<file path="src/bdq_pkg.sv">
// Shared constants for the bounded deque: command and status codes, field and beat widths.
package bdq_pkg;

    localparam int DEPTH_DEFAULT = 16;

    localparam int CMD_W   = 3;
    localparam int VALUE_W = 32;
    localparam int STATUS_W = 2;
    localparam int COUNT_W = 5;

    // Beat widths: fields packed from bit 0 up, rounded to whole bytes.
    localparam int S_TDATA_W = ((CMD_W + VALUE_W + 7) / 8) * 8;
    localparam int M_TDATA_W = ((STATUS_W + COUNT_W + 7) / 8) * 8;
    localparam int M_PAD_W   = M_TDATA_W - STATUS_W - COUNT_W;

    typedef logic [CMD_W-1:0]    cmd_t;
    typedef logic [STATUS_W-1:0] status_t;

    localparam cmd_t CMD_CLEAR      = 3'd0;
    localparam cmd_t CMD_PUSH_FRONT = 3'd1;
    localparam cmd_t CMD_PUSH_BACK  = 3'd2;
    localparam cmd_t CMD_POP_FRONT  = 3'd3;
    localparam cmd_t CMD_POP_BACK   = 3'd4;
    localparam cmd_t CMD_REMOVE     = 3'd5;
    localparam cmd_t CMD_FIND       = 3'd6;

    localparam status_t STATUS_OK    = 2'd0;
    localparam status_t STATUS_EMPTY = 2'd1;
    localparam status_t STATUS_FULL  = 2'd2;

endpackage

</file>
<file path="src/bounded_deque_with_value_removal.sv">
// Top level of the bounded deque: a doubly linked list of signed values in a node pool.
//
// Usage: each input beat on the s_ channel carries one command (clear, push front,
// push back, pop front, pop back, remove first matching value, find value). Each
// command produces exactly one result beat on the m_ channel with a status
// (ok/found, empty/not found, full) and the entry count after the command.
// The node values and both link arrays sit in three small memories with one
// write and one registered read port each; a small sequencer drives them.
// Flow: s_tready is high only while the sequencer is idle and
// the result register is free or being emptied, so one command is in flight at
// a time. Clear, invalid codes, refused pushes and pops, removes or finds on an
// empty list finish on the accepting edge. A pop does one link read and then one
// unlink write. A push scans for a free node, which looks at one node flag per
// cycle, then writes the new node and, unless the list was empty, links the old
// end node to it. A find or remove walks from the head, as the walk issues one
// memory read per cycle, and a remove then unlinks the match.
// Reset (aresetn low, synchronous) empties the list and the result register;
// the memories are not cleared, as no entry is read before it is written.
// A stalled receiver holds the result beat steady and blocks new commands.

module bounded_deque_with_value_removal #(
    parameter int DEPTH = bdq_pkg::DEPTH_DEFAULT
) (
    input  logic                           aclk,
    input  logic                           aresetn,
    input  logic                           s_tvalid,
    output logic                           s_tready,
    // s_tdata from bit 0 up: cmd[2:0], item_value[34:3], zero padding.
    input  logic [bdq_pkg::S_TDATA_W-1:0]  s_tdata,
    output logic                           m_tvalid,
    input  logic                           m_tready,
    // m_tdata from bit 0 up: status[1:0], entry_count[6:2], zero padding.
    output logic [bdq_pkg::M_TDATA_W-1:0]  m_tdata
);
    import bdq_pkg::*;

    localparam int IDX_W  = (DEPTH > 1) ? $clog2(DEPTH) : 1;
    localparam int LINK_W = $clog2(DEPTH + 1);
    localparam int LEN_W  = $clog2(DEPTH + 1);
    localparam int EXT_W  = (LEN_W > COUNT_W) ? LEN_W : COUNT_W;
    localparam logic [LINK_W-1:0] LINK_NONE = LINK_W'(DEPTH);
    localparam logic [LEN_W-1:0]  LEN_FULL  = LEN_W'(DEPTH);
    localparam logic [IDX_W-1:0]  LAST_STEP = IDX_W'(DEPTH - 1);

    localparam logic [2:0] ST_IDLE   = 3'd0;
    localparam logic [2:0] ST_SCAN   = 3'd1;
    localparam logic [2:0] ST_PUSHW  = 3'd2;
    localparam logic [2:0] ST_PUSHL  = 3'd3;
    localparam logic [2:0] ST_WALK   = 3'd4;
    localparam logic [2:0] ST_UNLINK = 3'd5;

    function automatic logic link_ok(input logic [LINK_W-1:0] l);
        return l < LINK_NONE;
    endfunction

    // Node pool memories.
    logic signed [VALUE_W-1:0] node_val_mem [DEPTH];
    logic [LINK_W-1:0]         next_mem     [DEPTH];
    logic [LINK_W-1:0]         prev_mem     [DEPTH];

    logic [2:0]                state_reg, state_next;
    cmd_t                      cmd_reg, cmd_next;
    logic signed [VALUE_W-1:0] val_reg, val_next;
    logic [IDX_W-1:0]          node_reg, node_next;
    logic [IDX_W-1:0]          steps_reg, steps_next;
    logic [DEPTH-1:0]          in_use_reg, in_use_next;
    logic [LINK_W-1:0]         head_reg, head_next;
    logic [LINK_W-1:0]         tail_reg, tail_next;
    logic [LEN_W-1:0]          len_reg, len_next;
    logic                      m_valid_reg, m_valid_next;
    status_t                   m_status_reg, m_status_next;
    logic [COUNT_W-1:0]        m_count_reg, m_count_next;

    // Memory ports.
    logic                      rd_en;
    logic [IDX_W-1:0]          rd_addr;
    logic signed [VALUE_W-1:0] rd_val_reg;
    logic [LINK_W-1:0]         rd_next_reg, rd_prev_reg;
    logic                      val_we, next_we, prev_we;
    logic [IDX_W-1:0]          val_waddr, next_waddr, prev_waddr;
    logic [LINK_W-1:0]         next_wdata, prev_wdata;

    logic                      s_accept;
    cmd_t                      s_cmd;
    logic signed [VALUE_W-1:0] s_value;
    logic                      finish;
    status_t                   fin_status;
    logic [LINK_W-1:0]         node_link;
    logic [LINK_W-1:0]         pop_node;
    logic [EXT_W-1:0]          len_ext;

    assign s_tready  = (state_reg == ST_IDLE) && (!m_valid_reg || m_tready);
    assign s_accept  = s_tvalid && s_tready;
    assign s_cmd     = s_tdata[CMD_W-1:0];
    assign s_value   = s_tdata[CMD_W+VALUE_W-1:CMD_W];
    assign node_link = LINK_W'(node_reg);
    assign pop_node  = (s_cmd == CMD_POP_FRONT) ? head_reg : tail_reg;
    assign len_ext   = EXT_W'(len_next);

    assign m_tvalid = m_valid_reg;
    assign m_tdata  = {{M_PAD_W{1'b0}}, m_count_reg, m_status_reg};

    always_comb begin
        state_next  = state_reg;
        cmd_next    = cmd_reg;
        val_next    = val_reg;
        node_next   = node_reg;
        steps_next  = steps_reg;
        in_use_next = in_use_reg;
        head_next   = head_reg;
        tail_next   = tail_reg;
        len_next    = len_reg;
        finish      = 1'b0;
        fin_status  = STATUS_OK;
        rd_en       = 1'b0;
        rd_addr     = node_reg;
        val_we      = 1'b0;
        val_waddr   = node_reg;
        next_we     = 1'b0;
        next_waddr  = node_reg;
        next_wdata  = LINK_NONE;
        prev_we     = 1'b0;
        prev_waddr  = node_reg;
        prev_wdata  = LINK_NONE;

        unique case (state_reg)
            ST_IDLE: begin
                if (s_accept) begin
                    cmd_next   = s_cmd;
                    val_next   = s_value;
                    node_next  = '0;
                    steps_next = '0;
                    unique case (s_cmd) inside
                        CMD_CLEAR: begin
                            in_use_next = '0;
                            head_next   = LINK_NONE;
                            tail_next   = LINK_NONE;
                            len_next    = '0;
                            finish      = 1'b1;
                        end
                        CMD_PUSH_FRONT, CMD_PUSH_BACK: begin
                            if (len_reg >= LEN_FULL) begin
                                finish     = 1'b1;
                                fin_status = STATUS_FULL;
                            end else begin
                                state_next = ST_SCAN;
                            end
                        end
                        CMD_POP_FRONT, CMD_POP_BACK: begin
                            if (link_ok(pop_node) && (len_reg != '0)) begin
                                rd_en      = 1'b1;
                                rd_addr    = pop_node[IDX_W-1:0];
                                node_next  = pop_node[IDX_W-1:0];
                                state_next = ST_UNLINK;
                            end else begin
                                finish     = 1'b1;
                                fin_status = STATUS_EMPTY;
                            end
                        end
                        CMD_REMOVE, CMD_FIND: begin
                            if (link_ok(head_reg)) begin
                                rd_en      = 1'b1;
                                rd_addr    = head_reg[IDX_W-1:0];
                                node_next  = head_reg[IDX_W-1:0];
                                state_next = ST_WALK;
                            end else begin
                                finish     = 1'b1;
                                fin_status = STATUS_EMPTY;
                            end
                        end
                        default: begin
                            finish     = 1'b1;
                            fin_status = STATUS_EMPTY;
                        end
                    endcase
                end
            end
            ST_SCAN: begin
                // One node flag per cycle; a free node exists since the list is not full.
                if (!in_use_reg[node_reg]) begin
                    in_use_next[node_reg] = 1'b1;
                    state_next = ST_PUSHW;
                end else begin
                    node_next = IDX_W'(node_reg + 1'b1);
                end
            end
            ST_PUSHW: begin
                val_we = 1'b1;
                next_we = 1'b1;
                prev_we = 1'b1;
                if (cmd_reg == CMD_PUSH_FRONT) begin
                    prev_wdata = LINK_NONE;
                    next_wdata = head_reg;
                    if (link_ok(head_reg)) begin
                        state_next = ST_PUSHL;
                    end else begin
                        head_next  = node_link;
                        tail_next  = node_link;
                        len_next   = LEN_W'(len_reg + 1'b1);
                        finish     = 1'b1;
                        state_next = ST_IDLE;
                    end
                end else begin
                    next_wdata = LINK_NONE;
                    prev_wdata = tail_reg;
                    if (link_ok(tail_reg)) begin
                        state_next = ST_PUSHL;
                    end else begin
                        head_next  = node_link;
                        tail_next  = node_link;
                        len_next   = LEN_W'(len_reg + 1'b1);
                        finish     = 1'b1;
                        state_next = ST_IDLE;
                    end
                end
            end
            ST_PUSHL: begin
                // Back-link the old end node to the new one.
                if (cmd_reg == CMD_PUSH_FRONT) begin
                    prev_we    = 1'b1;
                    prev_waddr = head_reg[IDX_W-1:0];
                    prev_wdata = node_link;
                    head_next  = node_link;
                end else begin
                    next_we    = 1'b1;
                    next_waddr = tail_reg[IDX_W-1:0];
                    next_wdata = node_link;
                    tail_next  = node_link;
                end
                len_next   = LEN_W'(len_reg + 1'b1);
                finish     = 1'b1;
                state_next = ST_IDLE;
            end
            ST_WALK: begin
                // The registered read holds node_reg's value and links.
                if (rd_val_reg == val_reg) begin
                    if (cmd_reg == CMD_FIND) begin
                        finish     = 1'b1;
                        state_next = ST_IDLE;
                    end else begin
                        state_next = ST_UNLINK;
                    end
                end else if (link_ok(rd_next_reg) && (steps_reg != LAST_STEP)) begin
                    rd_en      = 1'b1;
                    rd_addr    = rd_next_reg[IDX_W-1:0];
                    node_next  = rd_next_reg[IDX_W-1:0];
                    steps_next = IDX_W'(steps_reg + 1'b1);
                end else begin
                    finish     = 1'b1;
                    fin_status = STATUS_EMPTY;
                    state_next = ST_IDLE;
                end
            end
            ST_UNLINK: begin
                if (link_ok(rd_prev_reg)) begin
                    next_we    = 1'b1;
                    next_waddr = rd_prev_reg[IDX_W-1:0];
                    next_wdata = rd_next_reg;
                end else begin
                    head_next = link_ok(rd_next_reg) ? rd_next_reg : LINK_NONE;
                end
                if (link_ok(rd_next_reg)) begin
                    prev_we    = 1'b1;
                    prev_waddr = rd_next_reg[IDX_W-1:0];
                    prev_wdata = rd_prev_reg;
                end else begin
                    tail_next = link_ok(rd_prev_reg) ? rd_prev_reg : LINK_NONE;
                end
                in_use_next[node_reg] = 1'b0;
                if (len_reg != '0) begin
                    len_next = LEN_W'(len_reg - 1'b1);
                end
                finish     = 1'b1;
                state_next = ST_IDLE;
            end
            default: begin
                state_next = ST_IDLE;
            end
        endcase

        m_valid_next  = m_valid_reg && !m_tready;
        m_status_next = m_status_reg;
        m_count_next  = m_count_reg;
        if (finish) begin
            m_valid_next  = 1'b1;
            m_status_next = fin_status;
            m_count_next  = len_ext[COUNT_W-1:0];
        end
    end

    always_ff @(posedge aclk) begin
        if (!aresetn) begin
            state_reg   <= ST_IDLE;
            in_use_reg  <= '0;
            head_reg    <= LINK_NONE;
            tail_reg    <= LINK_NONE;
            len_reg     <= '0;
            m_valid_reg <= 1'b0;
        end else begin
            state_reg   <= state_next;
            in_use_reg  <= in_use_next;
            head_reg    <= head_next;
            tail_reg    <= tail_next;
            len_reg     <= len_next;
            m_valid_reg <= m_valid_next;
        end
    end

    always_ff @(posedge aclk) begin
        cmd_reg      <= cmd_next;
        val_reg      <= val_next;
        node_reg     <= node_next;
        steps_reg    <= steps_next;
        m_status_reg <= m_status_next;
        m_count_reg  <= m_count_next;
    end

    // Node pool: one write port per array, one shared registered read address.
    always_ff @(posedge aclk) begin
        if (val_we) begin
            node_val_mem[val_waddr] <= val_reg;
        end
        if (next_we) begin
            next_mem[next_waddr] <= next_wdata;
        end
        if (prev_we) begin
            prev_mem[prev_waddr] <= prev_wdata;
        end
        if (rd_en) begin
            rd_val_reg  <= node_val_mem[rd_addr];
            rd_next_reg <= next_mem[rd_addr];
            rd_prev_reg <= prev_mem[rd_addr];
        end
    end

    // Between commands the node flags agree with the entry count. A push claims its
    // node in the scan state before it counts it, so the check waits for the idle state.
    a_count_matches_flags: assert property (@(posedge aclk) disable iff (!aresetn)
        (state_reg == ST_IDLE) |-> (32'($countones(in_use_reg)) == 32'(len_reg)))
        else $error("node flags disagree with entry count");

    // The list has a head exactly when it is not empty.
    a_head_iff_nonempty: assert property (@(posedge aclk) disable iff (!aresetn)
        (head_reg == LINK_NONE) == (len_reg == '0))
        else $error("head pointer disagrees with entry count");

    a_len_bounded: assert property (@(posedge aclk) disable iff (!aresetn)
        len_reg <= LEN_FULL)
        else $error("entry count beyond capacity");

    // A clear answers on the next cycle with an empty list.
    a_clear_result: assert property (@(posedge aclk) disable iff (!aresetn)
        (s_accept && s_cmd == CMD_CLEAR) |=>
            (m_valid_reg && len_reg == '0 && m_status_reg == STATUS_OK))
        else $error("clear did not produce an empty result");

endmodule

</file>
<file path="config.mk">
export PLATFORM = sky130hd
export DESIGN_NAME = bounded_deque_with_value_removal
export DESIGN_NICKNAME = d
export VERILOG_FILES = /design/src/bdq_pkg.sv /design/src/bounded_deque_with_value_removal.sv
export SDC_FILE = /design/constraint.sdc
export NUM_CORES = 1
export LEC_CHECK = 0
export BUFFER_PORTS_ARGS = -buffer_cell sky130_fd_sc_hd__buf_2
export CORE_UTILIZATION = 45
export DETAILED_ROUTE_END_ITERATION = 8
export HOLD_SLACK_MARGIN = 0.08
export PLACE_DENSITY = 0.65
export SYNTH_ARGS = -nofsm -noshare
export SYNTH_HDL_FRONTEND = slang
export SYNTH_SLANG_ARGS = --single-unit
</file>
<file path="constraint.sdc">
create_clock -name aclk -period 5.57 [get_ports aclk]
set_input_delay 1.114 -clock aclk [delete_from_list [all_inputs] [get_ports aclk]]
set_output_delay 1.114 -clock aclk [all_outputs]
set_load 0.01 [all_outputs]
</file>
==> run_summary.xml <==
<?xml version="1.0" encoding="UTF-8"?>
<metrics>
  <group name="pwr">
    <metric name="p_total" unit="µW">18800</metric>
    <metric name="leakage" unit="µW">0.0118</metric>
    <metric name="ir_worst_vdd" unit="mV">0.441</metric>
    <metric name="cellPowerDensity" unit="mW/mm²">514</metric>
  </group>
  <group name="drt">
    <metric name="remaining_design_rule_violation_count" unit="">0</metric>
    <metric name="dr.pass1.iters" unit="">6</metric>
    <metric name="drt_iter0_drc" unit="">1857</metric>
    <metric name="routed_wl_per_cell" unit="µm">25.5</metric>
    <metric name="routed_wl" unit="µm">79400</metric>
    <metric name="vias_per_inst" unit="">6.02</metric>
    <metric name="ant_nets" unit="">0</metric>
    <metric name="dr_total_vias" unit="">18800</metric>
  </group>
  <group name="logic_synthesis">
    <metric name="synthesis.area_per_instance" unit="µm²">15.9</metric>
    <metric name="synthesis.area" unit="mm²">0.0323</metric>
    <metric name="synth-async-reset-ratio" unit="%">0</metric>
    <metric name="synth_top_area_share" unit="%">71.0</metric>
    <metric name="synth_seq_cells" unit="">799</metric>
    <metric name="synth_sequential_area_ratio" unit="%">73.2</metric>
    <metric name="yosys-top-cells-area" unit="">sky130_fd_sc_hd__edfxtp_1 71%, sky130_fd_sc_hd__nand2_1 2.6%, sky130_fd_sc_hd__mux4_2 2.4%</metric>
    <metric name="synth.distinct_cells" unit="">76</metric>
    <metric name="post_synth_edffs" unit="">764</metric>
    <metric name="dominantRegCellSynth" unit="">sky130_fd_sc_hd__edfxtp_1</metric>
    <metric name="syn-num-nets" unit="">2082</metric>
    <metric name="synth.largest_area_cell" unit="">sky130_fd_sc_hd__edfxtp_1</metric>
    <metric name="ys_warn_count" unit="">0</metric>
    <metric name="syn_inst" unit="">2030</metric>
  </group>
  <group name="clock_tree">
    <metric name="number_of_gates_given_a_new_drive_strength_after_cts" unit="">0</metric>
    <metric name="cts_setup_buffers" unit="">0</metric>
    <metric name="clock_tree.htree_level_count" unit="">3</metric>
    <metric name="cts_tree" unit="">yes</metric>
    <metric name="worst_skew_late_latency" unit="ns">0.65</metric>
    <metric name="ctsRootBufferMaster" unit="">sky130_fd_sc_hd__clkbuf_16</metric>
    <metric name="clock_tree.buffer_depth" unit="">3</metric>
    <metric name="cts.clk_slew.worst_paths" unit="ns">0.06</metric>
    <metric name="cts_hold_repair.buffers" unit="">0</metric>
    <metric name="cts_buffers" unit="">82</metric>
    <metric name="tritoncts_num_sinks" unit="">799</metric>
  </group>
  <group name="timing">
    <metric name="finalHoldWorstSlack" unit="ns">0.474</metric>
    <metric name="grt_setup_unrepaired" unit="">false</metric>
    <metric name="worst-slew-pin-transition" unit="ns">1.13</metric>
    <metric name="max_clock_freq" unit="MHz">209</metric>
    <metric name="report.final.slew_viol_count" unit="">0</metric>
    <metric name="fin_tns_setup" unit="ns">0</metric>
    <metric name="timing.clock.skew" unit="ns">0.0314</metric>
    <metric name="min_period" unit="ns">4.78</metric>
    <metric name="timing_hold_violations_final" unit="">0</metric>
    <metric name="period_share" unit="%">85.9</metric>
    <metric name="finalSetupViolCount" unit="">0</metric>
    <metric name="slew-limit-headroom" unit="%">24.1</metric>
    <metric name="setup_slack" unit="ns">0.787</metric>
  </group>
  <group name="setup_path">
    <metric name="critical_path_class" unit="">flip-flop to flip-flop</metric>
    <metric name="worstPathCellList" unit="">xor2_1, nor4_1, and4_1, a21boi_1, o22a_4, nand2_8, buf_4, mux2_2, a221oi_1, nor3_1</metric>
    <metric name="startpoint_type" unit="">flip-flop</metric>
    <metric name="setup_crit_end_kind" unit="">flip-flop</metric>
    <metric name="max_stage_delay" unit="ns">0.77</metric>
    <metric name="critPathArrivalTime" unit="ns">5.15</metric>
    <metric name="required_time_worst_endpoint" unit="ns">5.94</metric>
    <metric name="critical_path_peak_fanout" unit="">60</metric>
    <metric name="critical_path.slowest_cell" unit="">sky130_fd_sc_hd__nor4_1</metric>
  </group>
  <group name="grt">
    <metric name="antenna_violations_before_repair" unit="">0</metric>
    <metric name="maximum_number_of_pins_on_one_net_before_global_route_repair" unit="">109</metric>
    <metric name="grt_overflow" unit="">0</metric>
    <metric name="number_of_global_route_vias_before_repair" unit="">18400</metric>
    <metric name="grt_pass1_wl" unit="µm">117000</metric>
    <metric name="groute.usage.overall" unit="%">21.5</metric>
  </group>
  <group name="layout">
    <metric name="syn_to_final_growth" unit="%">13.4</metric>
    <metric name="largest_register_ffs" unit="">512</metric>
    <metric name="top_regs" unit="">node_val_mem (512), next_mem (80), prev_mem (80)</metric>
    <metric name="n_antenna_cell" unit="">0</metric>
    <metric name="largest_register_by_flop_count" unit="">node_val_mem</metric>
    <metric name="share_of_cells_above_drive_strength_1" unit="%">21.3</metric>
    <metric name="finalNetCount" unit="">2165</metric>
  </group>
  <group name="die">
    <metric name="coreArea" unit="mm²">0.0705</metric>
    <metric name="num_io_pins" unit="">54</metric>
    <metric name="std_cell_rows" unit="">97</metric>
    <metric name="die_area" unit="mm²">0.0729</metric>
    <metric name="initial_core_util" unit="%">45.8</metric>
    <metric name="die-height" unit="µm">270</metric>
    <metric name="floorplan.die.width" unit="µm">270</metric>
  </group>
  <group name="worst_hold_path">
    <metric name="hold_class" unit="">flip-flop to flip-flop</metric>
  </group>
  <group name="placement">
    <metric name="dpl_worst_slack" unit="ns">0.717</metric>
    <metric name="gp_congestion" unit="">0.902</metric>
    <metric name="io_buffer_count" unit="">47</metric>
    <metric name="hpwlAfterDp" unit="µm">44400</metric>
  </group>
  <group name="run_status">
    <metric name="outcome" unit="">complete, no violations</metric>
  </group>
  <group name="run">
    <metric name="max_cap_viol_count" unit="">0</metric>
  </group>
</metrics>
## placed cells by master (no fill, tap or decap), types with 35 or more instances in the layout
master and n:
sky130_fd_sc_hd__nor4_1 42, sky130_fd_sc_hd__a221oi_1 49, sky130_fd_sc_hd__o22ai_1 42, sky130_fd_sc_hd__edfxtp_1 764
sky130_fd_sc_hd__clkbuf_16 83, sky130_fd_sc_hd__a21oi_1 102, sky130_fd_sc_hd__buf_4 57, sky130_fd_sc_hd__mux2i_1 71
sky130_fd_sc_hd__nand2_1 221, sky130_fd_sc_hd__nor2_1 68, sky130_fd_sc_hd__dfxtp_1 35, sky130_fd_sc_hd__a31o_2 68
sky130_fd_sc_hd__mux4_2 35, sky130_fd_sc_hd__buf_2 47, sky130_fd_sc_hd__a22oi_1 39, sky130_fd_sc_hd__nor3_1 39
sky130_fd_sc_hd__mux2_2 49
## final cells by class
cell class / instances / area, µm²
timing repair buffer: 115 / 883
fill: 5626 / 33900
inverter: 12 / 45.0
clock buffer: 97 / 2140
tap: 940 / 1180
clock inverter: 52 / 551
sequential: 799 / 23600
multi-input combinational: 1103 / 8210
## worst max-delay path, delay by kind of cell (launching register included)
| family | cells | cell delay, ns |
|---|---|---|
| compound gates | 3 | 1.04 |
| xor+xnor | 1 | 0.24 |
| buf+inv | 1 | 0.65 |
| flops | 1 | 0.68 |
| mux | 1 | 0.41 |
| simple gates | 4 | 1.44 |
## power breakdown
| part | switching, µW | internal [µW] | leakage [µW] |
|---|---|---|---|
| Clock | 2310 | 3140 | 0.00131 |
| Combinational | 3670 | 2230 | 0.00346 |
| Sequential | 305 | 7170 | 0.00703 |
| Total | 6290 | 12500 | 0.0118 |
## routing by layer
layer	vias up	track usage, %	wire length, µm
met5	-	0	0
li1	8207	-	-
met3	139	3.79	5660
met1	9682	29.3	33100
met2	751	35.0	38400
met4	0	7.33	2210
## final timing paths
path                            cells after the start  slack, ns        endpoint           start
worst min register to register                      2       0.47  in_use_reg[12]  in_use_reg[12]
worst max-delay path                               10       0.79  rd_next_reg[4]     val_reg[29]
worst max register to register                     10       0.79  rd_next_reg[4]     val_reg[29]
worst min-delay path                                2       0.47  in_use_reg[12]  in_use_reg[12]
## logic make-up (layout without fill, tap and decap cells)
kind of cell | after synthesis | count (layout) | synth area share [%]
mux | 177 | 177 | 7.38
flops | 799 | 799 | 73.2
other cells | 1 | 1 | 0.0116
buf+inv | 128 | 276 | 1.99
xor+xnor | 37 | 37 | 1.00
compound gates | 408 | 408 | 9.41
simple gates | 472 | 472 | 6.70
fa+ha+maj | 8 | 8 | 0.310
## per-stage QoR
stage | utilization [%] | cells | cell area (µm²)
floorplan | - | 2030 | 32300
global placement | 48.2 | 2969 | 34000
detailed placement | 48.2 | 2969 | 34000
CTS | 52.0 | 3118 | 36600
global route | 52.0 | 3118 | 36600
finish | 52.0 | 3118 | 36600
## Yosys cell counts, drive strengths merged (4+ instances only)
cell	n
a31o	68
nand2	222
o211ai	4
xor2	33
o21a	4
a221oi	69
a21oi	102
or3	19
nor4	42
buf	66
nor3	40
and3	5
inv	11
nor2	86
mux2i	72
mux2	70
mux4	35
nand4	5
dfxtp	35
clkbuf	50
xnor2	4
ha	8
o21ai	38
nand3	7
and2	19
edfxtp	764
nand2b	13
or2	6
o22ai	43
a222oi	4
a22oi	40
a21boi	4
Note: power is estimated with default switching activity, not from simulation.
